`src/rtl/golomb_code_bit_packer_top_macros.svh`:
```
// ----------------------------------------------------------------------------
// golomb code bit packer assertion macros
// shared concurrent assertion forms on clk with asynchronous reset rst_n
// ----------------------------------------------------------------------------
`ifndef GOLOMB_CODE_BIT_PACKER_TOP_MACROS_SVH
`define GOLOMB_CODE_BIT_PACKER_TOP_MACROS_SVH

// same-cycle implication
`define GCBP_ASSERT_IMPL(label, ante, cons) \
    label: assert property (@(posedge clk) disable iff (!rst_n) (ante) |-> (cons)) \
        else $error("gcbp assertion failed");

// next-cycle implication
`define GCBP_ASSERT_NEXT(label, ante, cons) \
    label: assert property (@(posedge clk) disable iff (!rst_n) (ante) |=> (cons)) \
        else $error("gcbp assertion failed");

`endif

```
`src/rtl/gcbp_pkg.sv`:
```
// ----------------------------------------------------------------------------
// gcbp_pkg
// shared constants and types of the golomb code bit packer
// ----------------------------------------------------------------------------
`timescale 1ns / 1ps

package gcbp_pkg;

    localparam int MAX_BINARY_BITS = 32;
    localparam logic MODE_ENCODE = 1'b0;
    localparam logic MODE_FLUSH  = 1'b1;

    typedef struct packed {
        logic [7:0] partial;
        logic [2:0] filled;
        logic [7:0] chunk;
        logic [3:0] take;
    } merge_req_t;

    typedef struct packed {
        logic [7:0] merged;
        logic [3:0] fill_count;
        logic       full;
    } merge_rsp_t;

endpackage

```
`src/rtl/gcbp_merge_unit.sv`:
```
// ----------------------------------------------------------------------------
// gcbp_merge_unit
// shared shift unit: places the top bits of a chunk behind the pending bits
// ----------------------------------------------------------------------------
`timescale 1ns / 1ps

module gcbp_merge_unit
(
    input  gcbp_pkg::merge_req_t req,
    output gcbp_pkg::merge_rsp_t rsp
);

    logic [7:0] keep_mask;
    logic [7:0] chunk_kept;

    always_comb
    begin
        keep_mask       = ~(8'hFF >> req.take);
        chunk_kept      = req.chunk & keep_mask;
        rsp.merged      = req.partial | (chunk_kept >> req.filled);
        rsp.fill_count  = {1'b0, req.filled} + req.take;
        rsp.full        = rsp.fill_count[3];
    end

endmodule

```
`src/rtl/golomb_code_bit_packer_top.sv`:
```
// ----------------------------------------------------------------------------
// golomb_code_bit_packer_top
// packs golomb codewords into an msb-first byte stream
// ----------------------------------------------------------------------------
// input channel: in_valid / in_ready with mode, binary_value, binary_length
// and unary_length. an encode transfer appends the low binary_length bits
// (saturated to 32), then unary_length - 1 zeros and a one. a flush transfer
// emits the pending partial byte, zero padded, and clears the state.
// output channel: out_valid / out_ready with out_byte and last; last marks
// the final byte caused by one input transfer.
// one sequencer step merges up to 8 - pending bits of one segment through a
// single shared shift unit, one step per cycle while the output is not
// stalled. a nonempty segment takes ceil((pending + its bits) / 8) steps, so
// an encode takes between ceil(binary bits / 8) + ceil(unary bits / 8) steps
// and two more, after the idle state accepts it; a flush with bits pending
// passes through the flush state, without them it stays idle. in_ready is
// high only while idle. a byte is presented in the cycle after the step that
// completes it. a stalled receiver holds the output register and freezes
// the sequencer. reset clears the pending bits, last and out_valid.
// ----------------------------------------------------------------------------
`timescale 1ns / 1ps
`include "golomb_code_bit_packer_top_macros.svh"

module golomb_code_bit_packer_top
(
    input  logic        clk,
    input  logic        rst_n,
    input  logic        in_valid,
    output logic        in_ready,
    input  logic        mode,
    input  logic [31:0] binary_value,
    input  logic [5:0]  binary_length,
    input  logic [7:0]  unary_length,
    output logic        out_valid,
    input  logic        out_ready,
    output logic [7:0]  out_byte,
    output logic        last
);

    typedef enum logic [1:0] {ST_IDLE, ST_RUN, ST_FLUSH} state_t;

    state_t      state_reg, state_next;
    logic [31:0] value_reg, value_next;
    logic [5:0]  brem_reg, brem_next;
    logic [7:0]  urem_reg, urem_next;
    logic [7:0]  partial_reg, partial_next;
    logic [2:0]  filled_reg, filled_next;
    logic        out_valid_reg, out_valid_next;
    logic [7:0]  out_byte_reg, out_byte_next;
    logic        last_reg, last_next;

    logic        step_en;
    logic        in_xfer;
    logic [5:0]  blen_sat;
    logic [3:0]  space;
    logic        is_bin;
    logic [7:0]  seg_rem;
    logic [3:0]  take;
    logic [7:0]  unary_chunk;
    logic [8:0]  rem_after;
    logic        byte_done;
    logic        byte_step;

    gcbp_pkg::merge_req_t merge_req;
    gcbp_pkg::merge_rsp_t merge_rsp;

    gcbp_merge_unit u_merge
    (
        .req (merge_req),
        .rsp (merge_rsp)
    );

    assign in_ready  = (state_reg == ST_IDLE);
    assign in_xfer   = in_valid && in_ready;
    assign out_valid = out_valid_reg;
    assign out_byte  = out_byte_reg;
    assign last      = last_reg;
    assign step_en   = !(out_valid_reg && !out_ready);
    assign byte_step = (state_reg == ST_RUN) && step_en && byte_done;

    always_comb
    begin
        blen_sat = (binary_length > 6'(gcbp_pkg::MAX_BINARY_BITS))
                   ? 6'(gcbp_pkg::MAX_BINARY_BITS) : binary_length;
        space    = 4'd8 - {1'b0, filled_reg};
        is_bin   = (brem_reg != 6'd0);
        seg_rem  = is_bin ? {2'b00, brem_reg} : urem_reg;
        take     = (seg_rem < {4'b0000, space}) ? seg_rem[3:0] : space;
        unary_chunk = ({4'b0000, take} == urem_reg) ? (8'h80 >> (take - 4'd1)) : 8'h00;
        rem_after = {3'b000, brem_reg} + {1'b0, urem_reg} - {5'b00000, take};

        merge_req.partial = partial_reg;
        merge_req.filled  = filled_reg;
        merge_req.chunk   = is_bin ? value_reg[31:24] : unary_chunk;
        merge_req.take    = take;
        byte_done         = merge_rsp.full;
    end

    always_comb
    begin
        state_next     = state_reg;
        value_next     = value_reg;
        brem_next      = brem_reg;
        urem_next      = urem_reg;
        partial_next   = partial_reg;
        filled_next    = filled_reg;
        out_byte_next  = out_byte_reg;
        last_next      = last_reg;
        out_valid_next = out_valid_reg && !out_ready;

        unique case (state_reg)
            ST_IDLE:
            begin
                if (in_xfer)
                begin
                    if (mode == gcbp_pkg::MODE_FLUSH)
                    begin
                        if (filled_reg != 3'd0)
                        begin
                            state_next = ST_FLUSH;
                        end
                    end
                    else
                    begin
                        value_next = binary_value << (6'd32 - blen_sat);
                        brem_next  = blen_sat;
                        urem_next  = unary_length;
                        if ((blen_sat != 6'd0) || (unary_length != 8'd0))
                        begin
                            state_next = ST_RUN;
                        end
                    end
                end
            end
            ST_RUN:
            begin
                if (step_en)
                begin
                    if (is_bin)
                    begin
                        value_next = value_reg << take;
                        brem_next  = brem_reg - {2'b00, take};
                    end
                    else
                    begin
                        urem_next = urem_reg - {4'b0000, take};
                    end
                    if (byte_done)
                    begin
                        out_valid_next = 1'b1;
                        out_byte_next  = merge_rsp.merged;
                        last_next      = (rem_after < 9'd8);
                        partial_next   = 8'h00;
                        filled_next    = 3'd0;
                    end
                    else
                    begin
                        partial_next = merge_rsp.merged;
                        filled_next  = merge_rsp.fill_count[2:0];
                    end
                    if (rem_after == 9'd0)
                    begin
                        state_next = ST_IDLE;
                    end
                end
            end
            ST_FLUSH:
            begin
                if (step_en)
                begin
                    out_valid_next = 1'b1;
                    out_byte_next  = partial_reg;
                    last_next      = 1'b1;
                    partial_next   = 8'h00;
                    filled_next    = 3'd0;
                    state_next     = ST_IDLE;
                end
            end
            default:
            begin
                state_next = ST_IDLE;
            end
        endcase
    end

    always_ff @(posedge clk or negedge rst_n)
    begin
        if (!rst_n)
        begin
            state_reg     <= ST_IDLE;
            brem_reg      <= 6'd0;
            urem_reg      <= 8'd0;
            partial_reg   <= 8'h00;
            filled_reg    <= 3'd0;
            out_valid_reg <= 1'b0;
            last_reg      <= 1'b0;
        end
        else
        begin
            state_reg     <= state_next;
            brem_reg      <= brem_next;
            urem_reg      <= urem_next;
            partial_reg   <= partial_next;
            filled_reg    <= filled_next;
            out_valid_reg <= out_valid_next;
            last_reg      <= last_next;
        end
    end

    always_ff @(posedge clk)
    begin
        value_reg    <= value_next;
        out_byte_reg <= out_byte_next;
    end

    // flush state is entered only with bits pending
    `GCBP_ASSERT_IMPL(a_flush_has_bits, state_reg == ST_FLUSH, filled_reg != 3'd0)
    // the sequencer runs only while bits of the item remain
    `GCBP_ASSERT_IMPL(a_run_has_work, state_reg == ST_RUN, is_bin || (urem_reg != 8'd0))
    // a byte that is not the last keeps the item running
    `GCBP_ASSERT_NEXT(a_not_last_keeps_run, byte_step && (rem_after >= 9'd8), state_reg == ST_RUN)

endmodule

```
`config.mk`:
```
export PLATFORM = sky130hd
export DESIGN_NAME = golomb_code_bit_packer_top
export DESIGN_NICKNAME = d
export VERILOG_FILES = /design/src/rtl/gcbp_pkg.sv /design/src/rtl/gcbp_merge_unit.sv /design/src/rtl/golomb_code_bit_packer_top.sv
export VERILOG_INCLUDE_DIRS = /design/src /design/src/rtl
export SDC_FILE = /design/constraint.sdc
export NUM_CORES = 1
export LEC_CHECK = 0
export BUFFER_PORTS_ARGS = -buffer_cell sky130_fd_sc_hd__buf_4
export CORE_AREA = 5 5 165 167
export CTS_CLUSTER_DIAMETER = 50
export CTS_CLUSTER_SIZE = 25
export DETAILED_ROUTE_END_ITERATION = 8
export DIE_AREA = 0 0 170 172
export PLACE_DENSITY = 0.51
export RECOVER_POWER = 25
export REMOVE_ABC_BUFFERS = 1
export SETUP_SLACK_MARGIN = 0.4
export SYNTH_ARGS = -nofsm -noshare
export SYNTH_HDL_FRONTEND = slang
export SYNTH_SLANG_ARGS = --single-unit
export TNS_END_PERCENT = 1
```
`constraint.sdc`:
```
create_clock -name clk -period 9.25 [get_ports clk]
set_input_delay 2.775 -clock clk [delete_from_list [all_inputs] [get_ports clk]]
set_output_delay 2.775 -clock clk [all_outputs]
set_load 0.005 [all_outputs]
```
# Word level (Yosys, flattened, before mapping)
# Cells that the tools add are included.
# op_classes
div_mod_pow,0
order_cmp,3
mux,47
addsub,8
n_mul,0
bitwise_logic,3
shifts,5
reduce_logical,17
eq_ne,13
# ops
cell,count
32-bit two-way mux,4
8-bit two-way mux,13
32-bit one-hot mux with 2 select lines,1
8-bit one-hot mux with 2 select lines,3
32-bit by 4-bit << shifter with 32-bit output,1
32-bit by 6-bit << shifter with 32-bit output,1
6-bit two-way mux,5
"8-bit by 4-bit right shift with 8-bit output, first input constant",2
2-bit two-way mux,7
"2-bit != test, second input constant",6
6-bit one-hot mux with 2 select lines,1
6-bit nonzero test,2
5-bit AND reduction,2
6-bit by 8-bit adder with 9-bit output,1
9-bit zero test,1
"9-bit by 4-bit less-than comparator with 1-bit output, second input constant",1
3-bit two-way mux,3
9-bit by 4-bit subtractor with 9-bit output,1
8-bit bitwise AND,1
4-bit by 8-bit == test with 1-bit output,1
8-bit by 4-bit less-than comparator with 1-bit output,1
8-bit NOT,1
8-bit OR,1
8-bit nonzero test,1
other kinds (27),35
# word_totals
out_inout_bits,11
n_memories,0
latch_bits,0
wordCells,105
ff_bits,69
romBits,0
ram_bits,0
in_bits,51

# Longest topological paths before layout
# depth
depth_word,14
ltp_mapped,28
depth_no_buf,26

# Modules after synthesis
# A second synthesis with hierarchy kept.
# hier_totals
hier_cells,992
area_unflattened_um2,8414.3
# by_module_without_submodules
mod,seq_area_each_um2,cells_per_inst,n_inst,area_per_inst_um2
golomb_code_bit_packer_top,1926.8,922,1,7921.3
gcbp_merge_unit,0.0,70,1,493.0

# Worst setup path before layout
# Ideal clock, no wire load.
# synth_path
path_kind,in2reg
startpoint,input port binary_length[5]
endpoint,register value_reg[30] (data pin)
stages,13
path_buffers,5
required_time_ns,8.974
setup_slack_ns,3.150
arrival_time_ns,5.824
setup_time_ns,0.276
path_cell_list,clkbuf_1 -> nor2b_1 -> clkbuf_1 -> buf_1 -> inv_1 -> ha_1 -> buf_1 -> buf_1 -> o21ai_0 -> mux2i_1 -> mux2i_1 -> a32oi_1 -> o221ai_1
# synth_via
elab_chain_cells,7
# synth_lines
item,line_no,text
from (decl),golomb_code_bit_packer_top.sv:32,"input logic [5:0] binary_length,"
6-bit greater-than comparator,golomb_code_bit_packer_top.sv:83,blen_sat = (binary_length > 6'(gcbp_pkg::MAX_BINARY_BITS))
6-bit two-way mux *,golomb_code_bit_packer_top.sv:84,? 6'(gcbp_pkg::MAX_BINARY_BITS) : binary_length;
6-bit subtractor *,golomb_code_bit_packer_top.sv:125,value_next = binary_value << (6'd32 - blen_sat);
32-bit by 6-bit << shifter with 32-bit output *,golomb_code_bit_packer_top.sv:125,
32-bit two-way mux *,golomb_code_bit_packer_top.sv:116,if (mode == gcbp_pkg::MODE_FLUSH)
32-bit two-way mux *,golomb_code_bit_packer_top.sv:114,if (in_xfer)
32-bit one-hot mux with 2 select lines *,golomb_code_bit_packer_top.sv:111,unique case (state_reg)
named net value_next[30],golomb_code_bit_packer_top.sv:43,"logic [31:0] value_reg, value_next;"
to (signal assigned),golomb_code_bit_packer_top.sv:212,value_reg <= value_next;
to (decl),golomb_code_bit_packer_top.sv:43,
# Mark *: on every way through the listed nets, which the timed path passes. The rest lies on a longest branch. The select of a mux whose other input is x is not followed.
# A chain may end at the register's enable or synchronous reset.

# Final worst setup path
# layout_path
startpoint,register filled_reg[0]
endpoint,register state_reg[0]
# layout_via
elab_chain_cells,7
elab_cells_between_ends,9
cone_classes,2 x add/sub; 1 x order compare; 2 x eq/ne; 1 x mux; 3 x reduce/logical
# layout_lines
item,line_no,text
from (decl),golomb_code_bit_packer_top.sv:47,"logic [2:0] filled_reg, filled_next;"
from (signal assigned),golomb_code_bit_packer_top.sv:204,filled_reg <= filled_next;
4-bit by 3-bit subtractor with 4-bit output,golomb_code_bit_packer_top.sv:85,"space = 4'd8 - {1'b0, filled_reg};"
8-bit by 4-bit less-than comparator with 1-bit output,golomb_code_bit_packer_top.sv:88,"take = (seg_rem < {4'b0000, space}) ? seg_rem[3:0] : space;"
4-bit two-way mux,golomb_code_bit_packer_top.sv:88,
9-bit by 4-bit subtractor with 9-bit output,golomb_code_bit_packer_top.sv:90,"rem_after = {3'b000, brem_reg} + {1'b0, urem_reg} - {5'b00000, take};"
9-bit zero test,golomb_code_bit_packer_top.sv:161,if (rem_after == 9'd0)
2-bit by 1-bit != test with 1-bit output (no source line),--,
6-bit AND reduction (no source line) *,--,
to (signal assigned),golomb_code_bit_packer_top.sv:200,state_reg <= state_next;
to (decl),golomb_code_bit_packer_top.sv:42,"state_t state_reg, state_next;"
# Mark *: on every way between the ends. The rest lies on a longest branch, timed or not.

==> reports/results.ini <==
[hold_path]
worst_hold_path.num_cells = 2
worstHoldStart = partial_reg[0]
hold_end = partial_reg[0]
worstHoldPathType = reg -> reg

[grt]
grt_usage = 0.165
gr-total-overflow = 0
grt_start_max_net_pins = 44
grt_pass1_vias = 6982
antenna_found_initial = 0
grt_pass1_wl_um = 38600

[place]
pre_cts_ws_ns = 2.28
gp_congestion = 0.880
dpl.cell_count = 1250
portBuffers = 61
dp_hpwl_um = 18800

[route]
drtAntennaViolNets = 0
wl_per_cell_um = 19.3
drt_pass1_iterations = 5
drtIter0Drc = 514
wl_um = 24400
vias = 7030
viasPerCell = 5.55
route.detailed.drc = 0

[worst_setup_path]
path_cells = clkinv_1 -> ha_1 -> ha_1 -> inv_1 -> ha_1 -> a2111oi_2 -> o31ai_2 -> a221oi_1 -> nand2_1 -> inv_1 -> buf_4 -> ha_1 -> inv_1 -> ha_1 -> fa_1 -> a21oi_1 -> o21bai_1 -> a21oi_1 -> o21bai_1 -> xor2_1 -> nor4_1 -> nand4_1 -> a221o_1 -> mux2_2
critPathMostFrequentCell = ha_1
worst-path-buf-inv = 5
crit_path_end_kind = flop
worstPathArrival_ns = 7.23
rr_worst_depth = 24
reg2reg_slack_ns = 2.25
path_delay_family = compound AO/OA/AOI/OAI gates
criticalPathCategory = reg -> reg
worst_path_max_delay_cell = dfrtp_1
worstSetupStartpointType = flop
path_max_fanout = 31
cp_data_required_time_ns = 9.48
rr_startpoint = filled_reg[0]
reg2reg_to = state_reg[0]
max_stage_delay_ns = 0.73
worst-path-stages = 24

[clocking]
clk_latency_ns = 0.35
cts-root-buf = clkbuf_16
htreeDepth = 3
cts_tree = yes
ctsResizeCount = 0
clockBufferDepth = 2
numClockSinks = 69
post_cts_buffers = 0
cts_made_buffers = 9
clk_pin_slew_ns = 0.06
cts_hold_buffers = 0

[floorplan]
initial_core_util = 0.294
ios = 62
chipHeight_um = 172
die_w_um = 170
dieArea_um2 = 29200
core_um2 = 25600
rows = 59

[logic_synthesis]
syn_area_per_cell_um2 = 8.36
yosysSeqAreaShare = 0.256
synth.distinct_cells = 83
synth_area_um2 = 7530
synth_top_area_cell = mux2i_1
yosys-top-cells-area = mux2i_1 20%, edfxtp_1 16%, dfrtp_1 9.6%, nand2_1 5.2%, ha_1 5.2%
synth_seq_cells = 69
synth_edf_count = 40
yosys_warnings = 0
synth.top_cell.area_share = 0.203
syn-instance-count = 900
synth_ff_type = edfxtp_1
async_reset_ff_frac = 0.420

[power_and_ir_drop]
p_per_area_nw_per_um2 = 340
p_leak_uw = 0.00347
total_power_uw = 2910
peakVddDrop_v = 0.000158

[finish]
diodes = 0
drive_gt1_frac = 0.125
final_util = 0.333
nNetsFinal = 1010
area_growth_pct = 13.4
largest_reg_flops = 32
final_cell_count_no_fill = 1266
fillers = 2716

[job]
cap_violations = 1

[timing]
rsz0062_at_grt = false
skew_ns = 0.00602
period_share = 0.757
hold_viol_final = 0
drv_slew = 30
max_freq_mhz = 143
worst_pin_slew_ns = 1.79
min_period_ns = 7.00
setup_tns_ns = 0
slew_headroom = -0.196
final-setup-viol-count = 0
setup_ws_ns = 2.25

[status]
violations = max-capacitance violations, max-slew violations
status = finished, violations left

how the worst max path moves through the flow:
| stage | endpoint | startpoint | slack (ns) |
|---|---|---|---|
| 6_report | state_reg[0] | filled_reg[0] | 2.25 |
| 5_1_grt | state_reg[0] | filled_reg[0] | 1.59 |
| 4_1_cts | state_reg[0] | filled_reg[0] | 2.26 |
| 3_5_place_dp | state_reg[0] | filled_reg[0] | 2.28 |
| 3_3_place_gp | state_reg[0] | filled_reg[0] | 2.42 |
| 2_1_floorplan | value_reg[27] | binary_length[5] | 0.79 |
layer usage:
metal  track usage  wire length (um)  part of all wire  vias up
li1              -                 -                 -     3423
met1         0.231             11500              0.47     3357
met2         0.268             11200              0.46      213
met3        0.0158              1100             0.045       37
met4        0.0559               556             0.023        0
met5             0                 0                 0        -
cells in the mapped netlist (7+ instances only):
cell      number
a211oi_1       9
o21ai_0       22
mux2i_1      153
nand2_1      104
nor2_1        78
xnor2_1       11
nor3_1        15
clkbuf_1      33
dfrtp_1       29
buf_2          8
and3_1         7
a21o_1         8
o22ai_1       25
edfxtp_1      40
ha_1          31
buf_1         11
nand3_1       24
a31oi_1       14
o21bai_1       8
nand2b_1       7
nor2b_1       12
inv_1         36
a21oi_1       73
tightest hold or removal path, delay by kind of cell, from the launching register on:
kind             cells  cell delay, ns
AO/OA/AOI/OAI        1            0.06
flip-flops           1            0.34
AND/OR/NAND/NOR      1            0.05
layout make-up:
| class | count | area [um2] | share of cell area |
|---|---|---|---|
| multi-input combinational | 735 | 5240 | 0.614 |
| clock buffer | 10 | 229 | 0.0268 |
| timing repair buffer | 72 | 537 | 0.0629 |
| inverter | 39 | 146 | 0.0172 |
| clock inverter | 6 | 38.8 | 0.00454 |
| tap | 335 | 419 | 0.0491 |
| sequential | 69 | 1930 | 0.226 |
through the flow:
| stage | hold slack [ns] | area (um2) |
|---|---|---|
| finish | 0.486 | 8530 |
| global route | 0.512 | 8530 |
| CTS | 0.483 | 8540 |
| detailed placement | 0.471 | 8270 |
| global placement | 0.462 | 8270 |
| floorplan | 0.450 | 7280 |
placed cells by master (no fill, tap or decap), types with 4 or more instances in the layout:
cell | synthesis | final
mux2_2 | 4 | 4
o21ai_0 | 22 | 22
a22oi_1 | 5 | 5
a211oi_1 | 9 | 9
and2_1 | 4 | 4
clkbuf_4 | 0 | 8
inv_1 | 36 | 36
nand4_1 | 6 | 6
ha_1 | 31 | 31
a21o_1 | 8 | 8
a2bb2oi_1 | 4 | 4
a222oi_1 | 4 | 4
o21bai_1 | 8 | 8
nor3_1 | 15 | 15
buf_4 | 4 | 63
xnor2_1 | 11 | 10
nand3_1 | 24 | 24
o22ai_1 | 25 | 25
mux2i_1 | 153 | 153
xor2_1 | 5 | 5
a21oi_1 | 73 | 72
o221ai_1 | 4 | 4
a32oi_1 | 4 | 4
o21a_1 | 6 | 6
nor4_1 | 6 | 6
nand2b_1 | 7 | 7
o211ai_1 | 5 | 5
nor2_1 | 78 | 77
and3_1 | 7 | 7
o21ai_1 | 5 | 5
a32o_1 | 5 | 5
nand2_1 | 104 | 104
clkbuf_16 | 0 | 9
a221oi_1 | 6 | 6
nor2b_1 | 12 | 11
edfxtp_1 | 40 | 40
dfrtp_1 | 29 | 29
a31oi_1 | 14 | 14
a22o_1 | 5 | 5
power breakdown:
group	internal [uW]	switching (uW)
Combinational	753	1210
Clock	181	142
Sequential	492	131
Total	1430	1480
cell families (layout without fill, tap and decap cells):
logic type	after synthesis	count (layout)	share of synthesized area
multiplexers	160	160	0.217
buffers and inverters	96	127	0.0522
XOR/XNOR	17	17	0.0208
flip-flops	69	69	0.256
AO/OA/AOI/OAI	242	242	0.220
AND/OR/NAND/NOR	280	280	0.173
adder cells (fa/ha/maj)	36	36	0.0608
(Power assumes the default switching activity.)
